`src/hdl/rsas_pkg.sv`:
```
// rsas_pkg: shared types, codes and the control program of the rotated array search
`timescale 1ns / 1ps

package rsas_pkg;

	localparam int DEPTH_DEF = 4096;
	localparam int VALUE_W   = 16;
	localparam int POS_W     = 12;
	localparam int UPC_W     = 5;

	localparam logic [1:0] MODE_CLEAR  = 2'd0;
	localparam logic [1:0] MODE_APPEND = 2'd1;
	localparam logic [1:0] MODE_SEARCH = 2'd2;

	typedef logic [UPC_W-1:0] upc_t;

	typedef enum logic {
		SEQ_IDLE,
		SEQ_RUN
	} seq_state_t;

	typedef enum logic [1:0] {
		RD_NONE,
		RD_LO,
		RD_HI,
		RD_M
	} rd_sel_t;

	typedef enum logic [2:0] {
		OP_NOP,
		OP_INIT,
		OP_MID,
		OP_HI_M,
		OP_HI_M1,
		OP_LO_M1,
		OP_MISC
	} alu_op_t;

	typedef enum logic [3:0] {
		C_NEVER,
		C_ALWAYS,
		C_NOT_SEARCH,
		C_LO_GT_HI,
		C_ELO_LE_RD,
		C_ELO_GT_RD,
		C_KEY_IN,
		C_NOT_WRAP,
		C_RD_GT_KEY,
		C_RD_LT_KEY
	} cond_t;

	typedef enum logic [1:0] {
		FIN_NONE,
		FIN_FOUND,
		FIN_MISS,
		FIN_MISC
	} fin_t;

	typedef struct packed {
		rd_sel_t rd;
		logic    ld_elo;
		alu_op_t op;
		cond_t   cond;
		upc_t    target;
		fin_t    fin;
	} ctl_word_t;

	// sequencer to datapath
	typedef struct packed {
		logic      load;
		logic      en;
		ctl_word_t cw;
	} seq_ctl_t;

	// datapath to sequencer
	typedef struct packed {
		logic not_search;
		logic lo_gt_hi;
		logic elo_le_rd;
		logic elo_gt_rd;
		logic key_in;
		logic not_wrap;
		logic rd_gt_key;
		logic rd_lt_key;
		logic out_hold;
	} dp_flags_t;

	// program labels
	localparam upc_t U_START   = 5'd0;
	localparam upc_t U_OL      = 5'd1;
	localparam upc_t U_RD_LO   = 5'd2;
	localparam upc_t U_RD_HI   = 5'd3;
	localparam upc_t U_SORTED  = 5'd4;
	localparam upc_t U_RD_M    = 5'd5;
	localparam upc_t U_LEFT    = 5'd6;
	localparam upc_t U_KEY_IN  = 5'd7;
	localparam upc_t U_GO_R    = 5'd8;
	localparam upc_t U_WRAP    = 5'd9;
	localparam upc_t U_GO_L    = 5'd10;
	localparam upc_t U_TO_BS   = 5'd11;
	localparam upc_t U_BS      = 5'd12;
	localparam upc_t U_BS_RD   = 5'd13;
	localparam upc_t U_BS_GT   = 5'd14;
	localparam upc_t U_BS_LT   = 5'd15;
	localparam upc_t U_FOUND   = 5'd16;
	localparam upc_t U_BS_HI   = 5'd17;
	localparam upc_t U_BS_LO   = 5'd18;
	localparam upc_t U_MISS    = 5'd19;
	localparam upc_t U_MISC    = 5'd20;

	function automatic ctl_word_t mk(input rd_sel_t r, input logic l, input alu_op_t o,
			input cond_t c, input upc_t t, input fin_t f);
		ctl_word_t w;
		w.rd     = r;
		w.ld_elo = l;
		w.op     = o;
		w.cond   = c;
		w.target = t;
		w.fin    = f;
		return w;
	endfunction

	// control store; a taken jump goes to target, otherwise the next step
	function automatic ctl_word_t ucode_rom(input upc_t a);
		ctl_word_t w;
		case (a)
			U_START:  w = mk(RD_NONE, 1'b0, OP_INIT,  C_NOT_SEARCH, U_MISC,  FIN_NONE);
			U_OL:     w = mk(RD_NONE, 1'b0, OP_NOP,   C_LO_GT_HI,   U_MISS,  FIN_NONE);
			U_RD_LO:  w = mk(RD_LO,   1'b0, OP_NOP,   C_NEVER,      U_START, FIN_NONE);
			U_RD_HI:  w = mk(RD_HI,   1'b1, OP_NOP,   C_NEVER,      U_START, FIN_NONE);
			U_SORTED: w = mk(RD_NONE, 1'b0, OP_MID,   C_ELO_LE_RD,  U_BS,    FIN_NONE);
			U_RD_M:   w = mk(RD_M,    1'b0, OP_NOP,   C_NEVER,      U_START, FIN_NONE);
			U_LEFT:   w = mk(RD_NONE, 1'b0, OP_NOP,   C_ELO_GT_RD,  U_WRAP,  FIN_NONE);
			U_KEY_IN: w = mk(RD_NONE, 1'b0, OP_NOP,   C_KEY_IN,     U_TO_BS, FIN_NONE);
			U_GO_R:   w = mk(RD_NONE, 1'b0, OP_LO_M1, C_ALWAYS,     U_OL,    FIN_NONE);
			U_WRAP:   w = mk(RD_NONE, 1'b0, OP_NOP,   C_NOT_WRAP,   U_GO_R,  FIN_NONE);
			U_GO_L:   w = mk(RD_NONE, 1'b0, OP_HI_M,  C_ALWAYS,     U_OL,    FIN_NONE);
			U_TO_BS:  w = mk(RD_NONE, 1'b0, OP_HI_M,  C_NEVER,      U_START, FIN_NONE);
			U_BS:     w = mk(RD_NONE, 1'b0, OP_MID,   C_LO_GT_HI,   U_MISS,  FIN_NONE);
			U_BS_RD:  w = mk(RD_M,    1'b0, OP_NOP,   C_NEVER,      U_START, FIN_NONE);
			U_BS_GT:  w = mk(RD_NONE, 1'b0, OP_NOP,   C_RD_GT_KEY,  U_BS_HI, FIN_NONE);
			U_BS_LT:  w = mk(RD_NONE, 1'b0, OP_NOP,   C_RD_LT_KEY,  U_BS_LO, FIN_NONE);
			U_FOUND:  w = mk(RD_NONE, 1'b0, OP_NOP,   C_NEVER,      U_START, FIN_FOUND);
			U_BS_HI:  w = mk(RD_NONE, 1'b0, OP_HI_M1, C_ALWAYS,     U_BS,    FIN_NONE);
			U_BS_LO:  w = mk(RD_NONE, 1'b0, OP_LO_M1, C_ALWAYS,     U_BS,    FIN_NONE);
			U_MISS:   w = mk(RD_NONE, 1'b0, OP_NOP,   C_NEVER,      U_START, FIN_MISS);
			U_MISC:   w = mk(RD_NONE, 1'b0, OP_MISC,  C_NEVER,      U_START, FIN_MISC);
			default:  w = mk(RD_NONE, 1'b0, OP_NOP,   C_NEVER,      U_START, FIN_MISS);
		endcase
		return w;
	endfunction

endpackage

```
`src/hdl/rsas_seq.sv`:
```
// rsas_seq: step counter, control store lookup and jump logic
`timescale 1ns / 1ps

module rsas_seq
	import rsas_pkg::*;
(
	input  logic      clk,
	input  logic      arst_n,
	input  logic      in_valid,
	output logic      in_ready,
	input  dp_flags_t flags,
	output seq_ctl_t  ctl
);

	seq_state_t state_q, state_d;
	upc_t       upc_q, upc_d;
	ctl_word_t  cw;
	logic       taken;
	logic       step_en;

	assign cw = ucode_rom(upc_q);

	always_comb begin
		case (cw.cond)
			C_NEVER:      taken = 1'b0;
			C_ALWAYS:     taken = 1'b1;
			C_NOT_SEARCH: taken = flags.not_search;
			C_LO_GT_HI:   taken = flags.lo_gt_hi;
			C_ELO_LE_RD:  taken = flags.elo_le_rd;
			C_ELO_GT_RD:  taken = flags.elo_gt_rd;
			C_KEY_IN:     taken = flags.key_in;
			C_NOT_WRAP:   taken = flags.not_wrap;
			C_RD_GT_KEY:  taken = flags.rd_gt_key;
			C_RD_LT_KEY:  taken = flags.rd_lt_key;
			default:      taken = 1'b0;
		endcase
	end

	// a finishing step waits while the previous result word is still unread
	assign step_en = (state_q == SEQ_RUN) && !((cw.fin != FIN_NONE) && flags.out_hold);

	always_comb begin
		state_d = state_q;
		upc_d   = upc_q;
		case (state_q)
			SEQ_IDLE: begin
				if (in_valid) begin
					state_d = SEQ_RUN;
					upc_d   = U_START;
				end
			end
			SEQ_RUN: begin
				if (step_en) begin
					if (cw.fin != FIN_NONE) begin
						state_d = SEQ_IDLE;
					end else if (taken) begin
						upc_d = cw.target;
					end else begin
						upc_d = upc_q + 1'b1;
					end
				end
			end
			default: begin
				state_d = SEQ_IDLE;
			end
		endcase
	end

	always_comb begin
		in_ready = (state_q == SEQ_IDLE);
		ctl.load = in_valid && (state_q == SEQ_IDLE);
		ctl.en   = step_en;
		ctl.cw   = cw;
	end

	always_ff @(posedge clk or negedge arst_n) begin
		if (!arst_n) begin
			state_q <= SEQ_IDLE;
			upc_q   <= U_START;
		end else begin
			state_q <= state_d;
			upc_q   <= upc_d;
		end
	end

endmodule

```
`config.mk`:
```
export PLATFORM = sky130hd
export DESIGN_NAME = rsas_seq
export DESIGN_NICKNAME = d
export VERILOG_FILES = /design/src/hdl/rsas_pkg.sv /design/src/hdl/rsas_seq.sv
export SDC_FILE = /design/constraint.sdc
export NUM_CORES = 1
export LEC_CHECK = 0
export BUFFER_PORTS_ARGS = -buffer_cell sky130_fd_sc_hd__buf_2
export CORE_MARGIN = 2
export CORE_UTILIZATION = 49
export CTS_CLUSTER_DIAMETER = 150
export DETAILED_ROUTE_END_ITERATION = 8
export PLACE_DENSITY = 0.79
export SLEW_MARGIN = 15
export SYNTH_ARGS = -nofsm -noshare
export SYNTH_HDL_FRONTEND = slang
export SYNTH_SLANG_ARGS = --single-unit
```
`constraint.sdc`:
```
create_clock -name clk -period 3.3 [get_ports clk]
set_input_delay 0.33 -clock clk [delete_from_list [all_inputs] [get_ports clk]]
set_output_delay 0.33 -clock clk [all_outputs]
set_load 0.01 [all_outputs]
```
==> results.cfg, run 1 <==
[synth]
syn_inst = 123
synth_mux_area_share_pct = 5.761
ys_async_sr_fraction_pct = 100.0
ys_seq_area_share_pct = 16.46
ys_warn_count = 0
synth_edf_count = 0
ys_ff_latch = 6
synth_xor_area_share_pct = 0
synth_top_family_by_area = simple AND/OR/NAND/NOR gates
synth.largest_area_cell = dfrtp_1
synth_area_um2 = 912.1
syn_nets = 142
synth_ff_type = dfrtp_1
yosysUniqueCellTypes = 41
syn_area_per_cell_um2 = 7.416
synth_area_leaders = dfrtp_1 (16%), ha_1 (9.6%), nand2_1 (7.8%)
yosys.area_share.adder_pct = 9.602
synth-simple-area-share_pct = 29.08
synth_compound_area_share_pct = 27.98
synth_top_cell_area_share_pct = 16.46

[power]
p_int_w = 0.0005504
clkPwrFrac_pct = 5.2
p_sw_w = 0.0007056
powerDensity_nw_per_um2 = 1149
peakVddDrop_v = 0.0004880
swShare_pct = 56.18
p_seq_share_pct = 17.0
leakage_nw = 0.5588
comb_power_share_pct = 77.7

[place]
dp_hpwl_um = 1966
port_buffers = 31
gp_congestion = 0.8656

[route]
drt-initial-drc-count = 32
ant_nets = 0
route.vias.total = 985
wl_um = 2435
drc_errors = 0
firstDrtPassIters = 4
wl_per_cell_um = 13.76
vias_per_cell = 5.565

[timing]
period_share_pct = 79.45
finClkSkew_ns = 0.002810
rsz0062_at_grt = no
setup_viol = 0
fmax_mhz = 381.4
drv_slew = 0
hold_viol = 0
worstMarginPinSlew_ns = 0.8002
post-route-min-period_ns = 2.622
finalSetupTns_ns = 0
maxSlewHeadroom_pct = 46.65

[global_route]
antenna_found_initial = 0
overflow = 0
grt_pass1_wl_um = 3788
grt_max_degree = 24
grtUsageTotal_pct = 23.62
grt_pass1_vias = 852

[clocking]
numCtsBuffers = 3
clk_pin_slew_ns = 0.04
cts.sinks = 6
cts_tree = built
cts_root_buffer = clkbuf_4
cts-htree-levels = 1
clockBufferDepth = 2
postCtsSetupBuffers = 0
cts_resized = 0
clock_latency_ns = 0.24

[finish]
final_util_pct = 62.65
drive_gt1_share_pct = 29.61
diodes = 0
area_growth_pct = 19.89
nNetsFinal = 173

[floorplanning]
fp.coreArea_um2 = 1745
die_x_um = 47.15
start_util_pct = 52.26
die_area_um2 = 2223
die_h_um = 47.15
fp-row-count = 15
pin_count = 32

[worst_setup_path]
startpoint_type = flop
rr_startpoint = upc_q[0]$_DFFE_PN0P_
end_kind = flop
worstSetupStartpoint = upc_q[0]$_DFFE_PN0P_
crit_type = flop to flop
critPathMaxFanout = 8
cp.arrival_ns = 2.74
required_ns = 3.42

[run]
cap_violations = 0

[min_path]
hold_path_class = primary input to flop
hp-start = flags[0]

[outcome]
status = finished, final reports clean
==> cells by family after synthesis <==
family,after synthesis
and+or+nand+nor,52
buffers and inverters,22
DFF,6
muxes,4
adders and majority gates,7
AOI/OAI and AO/OA,32
==> Yosys cell counts (2+ instances only) <==
library cell	instances
nand2_1	19
inv_1	14
nand3_1	9
nor2_1	9
a21oi_1	8
ha_1	7
dfrtp_1	6
clkbuf_1	4
o21ai_0	4
mux2i_1	3
nand2b_1	3
nor3_1	3
a211o_1	2
a32oi_1	2
buf_6	2
nor3b_1	2
o22a_1	2
==> flip-flops by register name, indices dropped and copies added (netlist names) <==
signal,count
upc_q,5
state_q,1
==> worst paths after layout <==
kind                       depth (start not counted)                   end  slack, ns
max in group asynchronous                          2  upc_q[2]$_DFFE_PN0P_       2.72
max reg2reg                                        8  upc_q[0]$_DFFE_PN0P_       0.68
min in group asynchronous                          2  upc_q[3]$_DFFE_PN0P_       0.44
min reg2reg                                        2     state_q$_DFF_PN0_       0.52
max                                                8  upc_q[0]$_DFFE_PN0P_       0.68
min                                                3     state_q$_DFF_PN0_       0.31
==> metrics by stage <==
stage          hold slack [ns]  instance area (um2)  instances  worst slack (ns)  total power, W
6_report                0.3101                 1094        177            0.6781        0.001256
5_1_grt                 0.3159                 1094        177            0.5617        0.001359
3_3_place_gp            0.1547                 1061        173            0.7726        0.001153
4_1_cts                 0.3041                 1094        177            0.6968        0.001249
2_1_floorplan          0.03441                912.1        123            0.9747       0.0009235
3_5_place_dp            0.1566                 1061        173            0.6970        0.001179
==> final cells by class <==
cell class,instances,area [um2]
Timing Repair Buffer,33,172.7
Inverter,15,56.30
Clock buffer,3,22.52
Sequential cell,6,150.1
Fill cell,162,651.9
Tap cell,25,31.28
Multi-Input combinational cell,95,660.6
==> power groups by stage <==
stage                clock, W  combinational [W]  sequential, W
global placement            0           0.000945       0.000208
floorplan                   0           0.000778       0.000145
finish              0.0000659           0.000976       0.000214
global route        0.0000709            0.00107       0.000223
CTS                 0.0000667           0.000971       0.000210
detailed placement          0           0.000968       0.000211
==> critical path: stages, from the launching register on <==
cell and delay [ns]:
dfrtp_1 0.48, inv_1 0.13, ha_1 0.38, mux4_2 0.51
o21ai_4 0.21, o311ai_2 0.16, o22ai_4 0.27, mux2i_1 0.26
o2bb2ai_1 0.09
==> layer usage <==
layer,up-vias,wire [um],GRT usage [%],part of all wire [%]
li1,497,-,-,-
met1,461,1100,33.65,45
met2,27,1213,38.36,50
met3,0,121,4.615,5.0
met4,0,0,2.778,0
met5,-,0,0,0
==> cells in the final DEF, fill, tap and decap left out, types with 2 or more instances in the layout <==
cell type	synthesis	final
a211o_1	2	2
a21oi_1	8	8
a32oi_1	2	2
buf_2	0	31
clkbuf_4	0	3
dfrtp_1	6	6
ha_1	7	7
inv_1	14	14
mux2i_1	3	3
nand2_1	19	19
nand2b_1	3	3
nand3_1	9	9
nor2_1	9	9
nor3_1	3	3
nor3b_1	2	2
o21ai_0	4	4
o22a_1	2	2
==> timing repair <==
| item | CTS | global route |
|---|---|---|
| hold buffers | 1 | 0 |
| endpoints found under the setup margin | 0 | 0 |
| hold endpoints to repair | 6 | 0 |
Note: power is estimated with default switching activity, not from simulation.
==> inputs of run 2 (changes only) <==
==> constraint.sdc (replaced) <==
create_clock -name clk -period 2.8 [get_ports clk]
set_input_delay 0.28 -clock clk [delete_from_list [all_inputs] [get_ports clk]]
set_output_delay 0.28 -clock clk [all_outputs]
set_load 0.01 [all_outputs]
==> run 2 against run 1 <==
Net effect: die area unchanged; clock power up 30%; clock-buffer cell count stayed put; critical path depth unchanged; critical path type unchanged; critical endpoint unchanged; setup slack got worse by 0.50 ns; maximum frequency fell by 0.18%; non-clock buffer count increased by 3; sequential power shrank 4%; first-iteration DRC count grew 38%; combinational power up 27%.
==> results.cfg, run 2 (synthesis results as in run 1) <==
[finish]
final-instance-count-excl-fill = 180
final_cell_mix = buf_2 (31), nand2_1 (19), inv_1 (14)
final_common_cell = buf_2
diodes = 0
area_growth_pct = 22.36
drive_gt1_share_pct = 30.97
largest_reg_flops = 5
largest_register = upc_q
final_util_pct = 63.94
nNetsFinal = 176
top_regs = upc_q (5), state_q (1)

[worst_setup_path]
startpoint_type = flop
cp.arrival_ns = 2.75
end_kind = flop
worst_r2r_path_depth = 8
crit_type = flop to flop
required_ns = 2.92
crit_path_end = upc_q[0]$_DFFE_PN0P_
critPathMaxFanout = 8
r2r_end = upc_q[0]$_DFFE_PN0P_
reg2reg_slack_ns = 0.17
worstSetupStartpoint = upc_q[0]$_DFFE_PN0P_
rr_startpoint = upc_q[0]$_DFFE_PN0P_

[timing]
fin_ws_ns = 0.1734
maxSlewHeadroom_pct = 67.28
finalSetupTns_ns = 0
period_share_pct = 93.81
setup_viol = 0
hold_viol = 0
post-route-min-period_ns = 2.627
fmax_mhz = 380.7
worstMarginPinSlew_ns = 0.4870
finClkSkew_ns = 0.01151
rsz0062_at_grt = no
drv_slew = 0

[global_route]
grt_pass1_vias = 912
overflow = 0
antenna_found_initial = 0
grt_max_degree = 19
grtUsageTotal_pct = 26.43
grt_pass1_wl_um = 4181

[place]
gp_congestion = 0.8970
place_inst = 176
dp_slack_ns = 0.2136
dp_hpwl_um = 2131
port_buffers = 31

[run]
cap_violations = 0

[floorplanning]
die_x_um = 47.15
fp-row-count = 15
die_area_um2 = 2223
pin_count = 32
die_h_um = 47.15
start_util_pct = 52.26
fp.coreArea_um2 = 1745

[clocking]
clk_pin_slew_ns = 0.04
cts_root_buffer = clkbuf_4
numCtsBuffers = 3
postCtsSetupBuffers = 0
clock_latency_ns = 0.26
cts-htree-levels = 1
clockBufferDepth = 2
cts.sinks = 6
cts_tree = built

[route]
ant_nets = 0
drt-initial-drc-count = 44
vias_per_cell = 5.839
firstDrtPassIters = 4
route.vias.total = 1051
drc_errors = 0
wl_um = 2652
wl_per_cell_um = 14.73

[power]
peakVddDrop_v = 0.0006115
leakage_nw = 0.5743
powerDensity_nw_per_um2 = 1370

[outcome]
status = finished, final reports clean

[min_path]
hold_path_class = primary input to flop
run 2: changes by cell type in the layout (fill, tap and decap cells not counted), sizes merged:
cell / change
buf: +3
run 2: layer usage:
| metal | GRT usage [%] | vias up | part of all wire [%] |
|---|---|---|---|
| met2 | 41.10 | 60 | 51 |
| met4 | 5.556 | 0 | 1.1 |
| met3 | 5.000 | 4 | 7.2 |
| met5 | 0 | - | 0 |
| li1 | - | 499 | - |
| met1 | 38.14 | 488 | 41 |
run 2: power by group:
part | switching (W) | internal (W)
Combinational | 0.000747 | 0.000491
Sequential | 0.0000761 | 0.000130
Clock | 0.0000366 | 0.0000488
Total | 0.000860 | 0.000670
run 2: worst min path at each step:
stage / slack, ns / from / endpoint / cells past startpoint
2_1_floorplan: -0.02 / arst_n / state_q$_DFF_PN0_ / 0
3_3_place_gp: 0.11 / arst_n / upc_q[3]$_DFFE_PN0P_ / 1
3_5_place_dp: 0.11 / arst_n / upc_q[4]$_DFFE_PN0P_ / 1
4_1_cts: 0.26 / flags[0] / state_q$_DFF_PN0_ / 3
5_1_grt: 0.28 / flags[0] / state_q$_DFF_PN0_ / 3
6_report: 0.27 / flags[0] / state_q$_DFF_PN0_ / 3
run 2: per-stage QoR:
| step | total power [W] | area (um2) | hold WS, ns |
|---|---|---|---|
| CTS | 0.001515 | 1116 | 0.2638 |
| global placement | 0.001382 | 1084 | 0.1091 |
| floorplan | 0.001088 | 912.1 | -0.01559 |
| detailed placement | 0.001421 | 1084 | 0.1106 |
| finish | 0.001530 | 1116 | 0.2724 |
| global route | 0.001647 | 1116 | 0.2799 |
run 2: layout make-up:
cell class,instances,area (um2)
tap,25,31.28
timing repair buffer,36,195.2
fill,172,629.4
sequential,6,150.1
inverter,15,56.30
clock buffer,3,22.52
multi-input combinational,95,660.6
run 2: worst max-delay path, stage by stage, from the launching register on:
cell and delay (ns):
dfrtp_1 0.48, inv_1 0.13, ha_1 0.37, mux4_2 0.51
o21ai_4 0.22, o311ai_2 0.16, o22ai_4 0.27, mux2i_1 0.25
o2bb2ai_1 0.10
run 2: repair_timing:
item / in CTS / in global routing
hold buffers: 1 / 0
gates resized for setup: 0 / 0
endpoints found under the hold margin: 6 / 0
==> inputs of run 3 (changes only) <==
--- a/config.mk
+++ b/config.mk
@@ -5,12 +5,14 @@
 export SDC_FILE = /design/constraint.sdc
 export NUM_CORES = 1
 export LEC_CHECK = 0
+export ABC_AREA = 1
 export BUFFER_PORTS_ARGS = -buffer_cell sky130_fd_sc_hd__buf_2
+export CORE_ASPECT_RATIO = 1.5
 export CORE_MARGIN = 2
-export CORE_UTILIZATION = 49
+export CORE_UTILIZATION = 50
 export CTS_CLUSTER_DIAMETER = 150
 export DETAILED_ROUTE_END_ITERATION = 8
-export PLACE_DENSITY = 0.79
+export PLACE_DENSITY = 0.78
 export SLEW_MARGIN = 15
 export SYNTH_ARGS = -nofsm -noshare
 export SYNTH_HDL_FRONTEND = slang
==> run 3 against run 2 <==
Net effect: die area grew 9.7%; non-clock buffer count shrank 4; area after synthesis grew 12%; total power grew 16%; combinational power grew 18%; first-iteration DRC count shrank 50%; setup slack gained 0.35 ns; critical path depth shrank 1; critical path type is now flop to output port; critical endpoint is now ctl[3].
==> results.cfg, run 3 <==
[outcome]
status = finished, final reports clean

[clocking]
cts_tree = built
clock_latency_ns = 0.24
cts-htree-levels = 1
clockBufferDepth = 2
postCtsSetupBuffers = 0
clk_pin_slew_ns = 0.04
cts_root_buffer = clkbuf_4
cts.sinks = 6
numCtsBuffers = 3

[timing]
worstMarginPinSlew_ns = 0.4933
period_share_pct = 81.15
finalSetupTns_ns = 0
maxSlewHeadroom_pct = 67.11
fmax_mhz = 440.1
post-route-min-period_ns = 2.272
fin_ws_ns = 0.5277
hold_viol = 0
drv_slew = 0
setup_viol = 0
finClkSkew_ns = 0.002006
rsz0062_at_grt = no

[worst_setup_path]
end_kind = output port
critPathSlowestCell = or3_2
required_ns = 2.52
reg2reg_slack_ns = 0.81
cp.arrival_ns = 1.99
crit_path_cell_trace = inv_1 -> ha_1 -> inv_1 -> a21oi_1 -> or3_2 -> inv_1 -> buf_2
critPathMaxFanout = 6
startpoint_type = flop
critPathMaxStageDelay_ns = 0.49
crit_top_cell = inv_1
crit_type = flop to output port

[synth]
yosysUniqueCellTypes = 34
synth_ff_type = dfrtp_1
syn_inst = 148
synth_area_leaders = dfrtp_1 (15%), nand2_1 (13%), ha_1 (8.5%)
ys_seq_area_share_pct = 14.63
synth_top_cell_area_share_pct = 14.63
synth_edf_count = 0
syn_area_per_cell_um2 = 6.932
ys_async_sr_fraction_pct = 100.0
ys_ff_latch = 6
synth_common_cells = nand2_1 (36), inv_1 (18), nand3_1 (11)
synth_most_common_cell = nand2_1
ys_warn_count = 0
synth_area_um2 = 1026
synth.largest_area_cell = dfrtp_1
syn_nets = 167

[floorplanning]
die_x_um = 40.99
fp-row-count = 20
pin_count = 32
die_area_um2 = 2438
start_util_pct = 51.90
fp.coreArea_um2 = 1977
die_h_um = 59.48

[finish]
area_growth_pct = 17.32
final-instance-count-excl-fill = 201
nNetsFinal = 200
largest_reg_flops = 5
top_regs = upc_q (5), state_q (1)
final_area_um2 = 1204
largest_register = upc_q
diodes = 0
final_cell_mix = nand2_1 (36), buf_2 (31), inv_1 (18)
drive_gt1_share_pct = 36.31
final_common_cell = nand2_1

[power]
total_power_w = 0.001778
peakVddDrop_v = 0.0006400
leakage_nw = 0.7240
powerDensity_nw_per_um2 = 1477

[place]
place_inst = 197
dp_hpwl_um = 2018
gp_congestion = 0.9455
port_buffers = 31
dpl_cell_area_um2 = 1171
dp_slack_ns = 0.8089

[global_route]
grt_pass1_vias = 1022
grt_pass1_wl_um = 3884
antenna_found_initial = 0
grt_max_degree = 15
grtUsageTotal_pct = 22.73
overflow = 0

[route]
vias_per_cell = 5.264
ant_nets = 0
route.vias.total = 1058
wl_per_cell_um = 11.75
drc_errors = 0
drt-initial-drc-count = 22
wl_um = 2362
firstDrtPassIters = 4

[run]
cap_violations = 0

[min_path]
hold_path_class = primary input to flop
## run 3: changes by cell type after synthesis, moves of 5 or more
cell	before	now
nand2_1	19	36
nand2_2	0	5
nand2_4	0	5
nand3_2	0	5
nand4_1	0	5
## run 3: cell type report
class	instances	area (um2)
multi-input combinational	115	749.5
fill	212	773.2
tap	22	27.53
timing repair buffer	32	165.2
inverter	23	88.84
sequential	6	150.1
clock buffer	3	22.52
## run 3: path summary, 6_finish.rpt
check                      cells after the start              endpoint            startpoint
max in group asynchronous                      2  upc_q[1]$_DFFE_PN0P_                arst_n
setup / recovery                               7                ctl[3]  upc_q[0]$_DFFE_PN0P_
hold reg to reg                                2     state_q$_DFF_PN0_     state_q$_DFF_PN0_
min in group asynchronous                      2  upc_q[4]$_DFFE_PN0P_                arst_n
setup reg to reg                              13  upc_q[0]$_DFFE_PN0P_  upc_q[1]$_DFFE_PN0P_
hold / removal                                 3     state_q$_DFF_PN0_              flags[0]
## run 3: what timing repair did
item / in CTS / in global routing
hold endpoints to repair: 6 / 0
hold buffers: 1 / 0
resized for setup: 0 / 0
## run 3: power breakdown
part           internal (W)  total (W)  switching (W)  leakage [nW]
logic              0.000548    0.00146       0.000915         0.638
clock network     0.0000482  0.0000759      0.0000276        0.0138
registers          0.000134   0.000239       0.000105        0.0723
## run 3: per-stage QoR
step           hold slack (ns)  utilization (%)
2_1_floorplan         -0.01559                -
3_3_place_gp            0.1073            59.24
5_1_grt                 0.2600            60.89
6_report                0.2694            60.89
3_5_place_dp            0.1039            59.24
4_1_cts                 0.2654            60.89
## run 3: metal layers
layer | part of all wire [%] | GRT usage, % | up-vias
met1 | 39 | 23.71 | 469
met4 | 3.9 | 14.29 | 0
met5 | 0 | 0 | -
li1 | - | - | 540
met2 | 53 | 39.29 | 37
met3 | 4.7 | 3.008 | 12
## run 3: cell families after synthesis
family                   Yosys count  synth area share, %
adder cells (fa/ha/maj)            7                8.536
buffers and inverters             27                12.32
XOR/XNOR                           2                1.708
flip-flops                         6                14.63
AND/OR/NAND/NOR                   88                50.98
AO/OA/AOI/OAI                     18                11.83
## run 3: critical path: cells and delay by family, from the launching register on
kind	cells	cell delay, ns
simple gates	1	0.49
flops	1	0.47
buf+inv	4	0.39
fa+ha+maj	1	0.33
compound gates	1	0.08
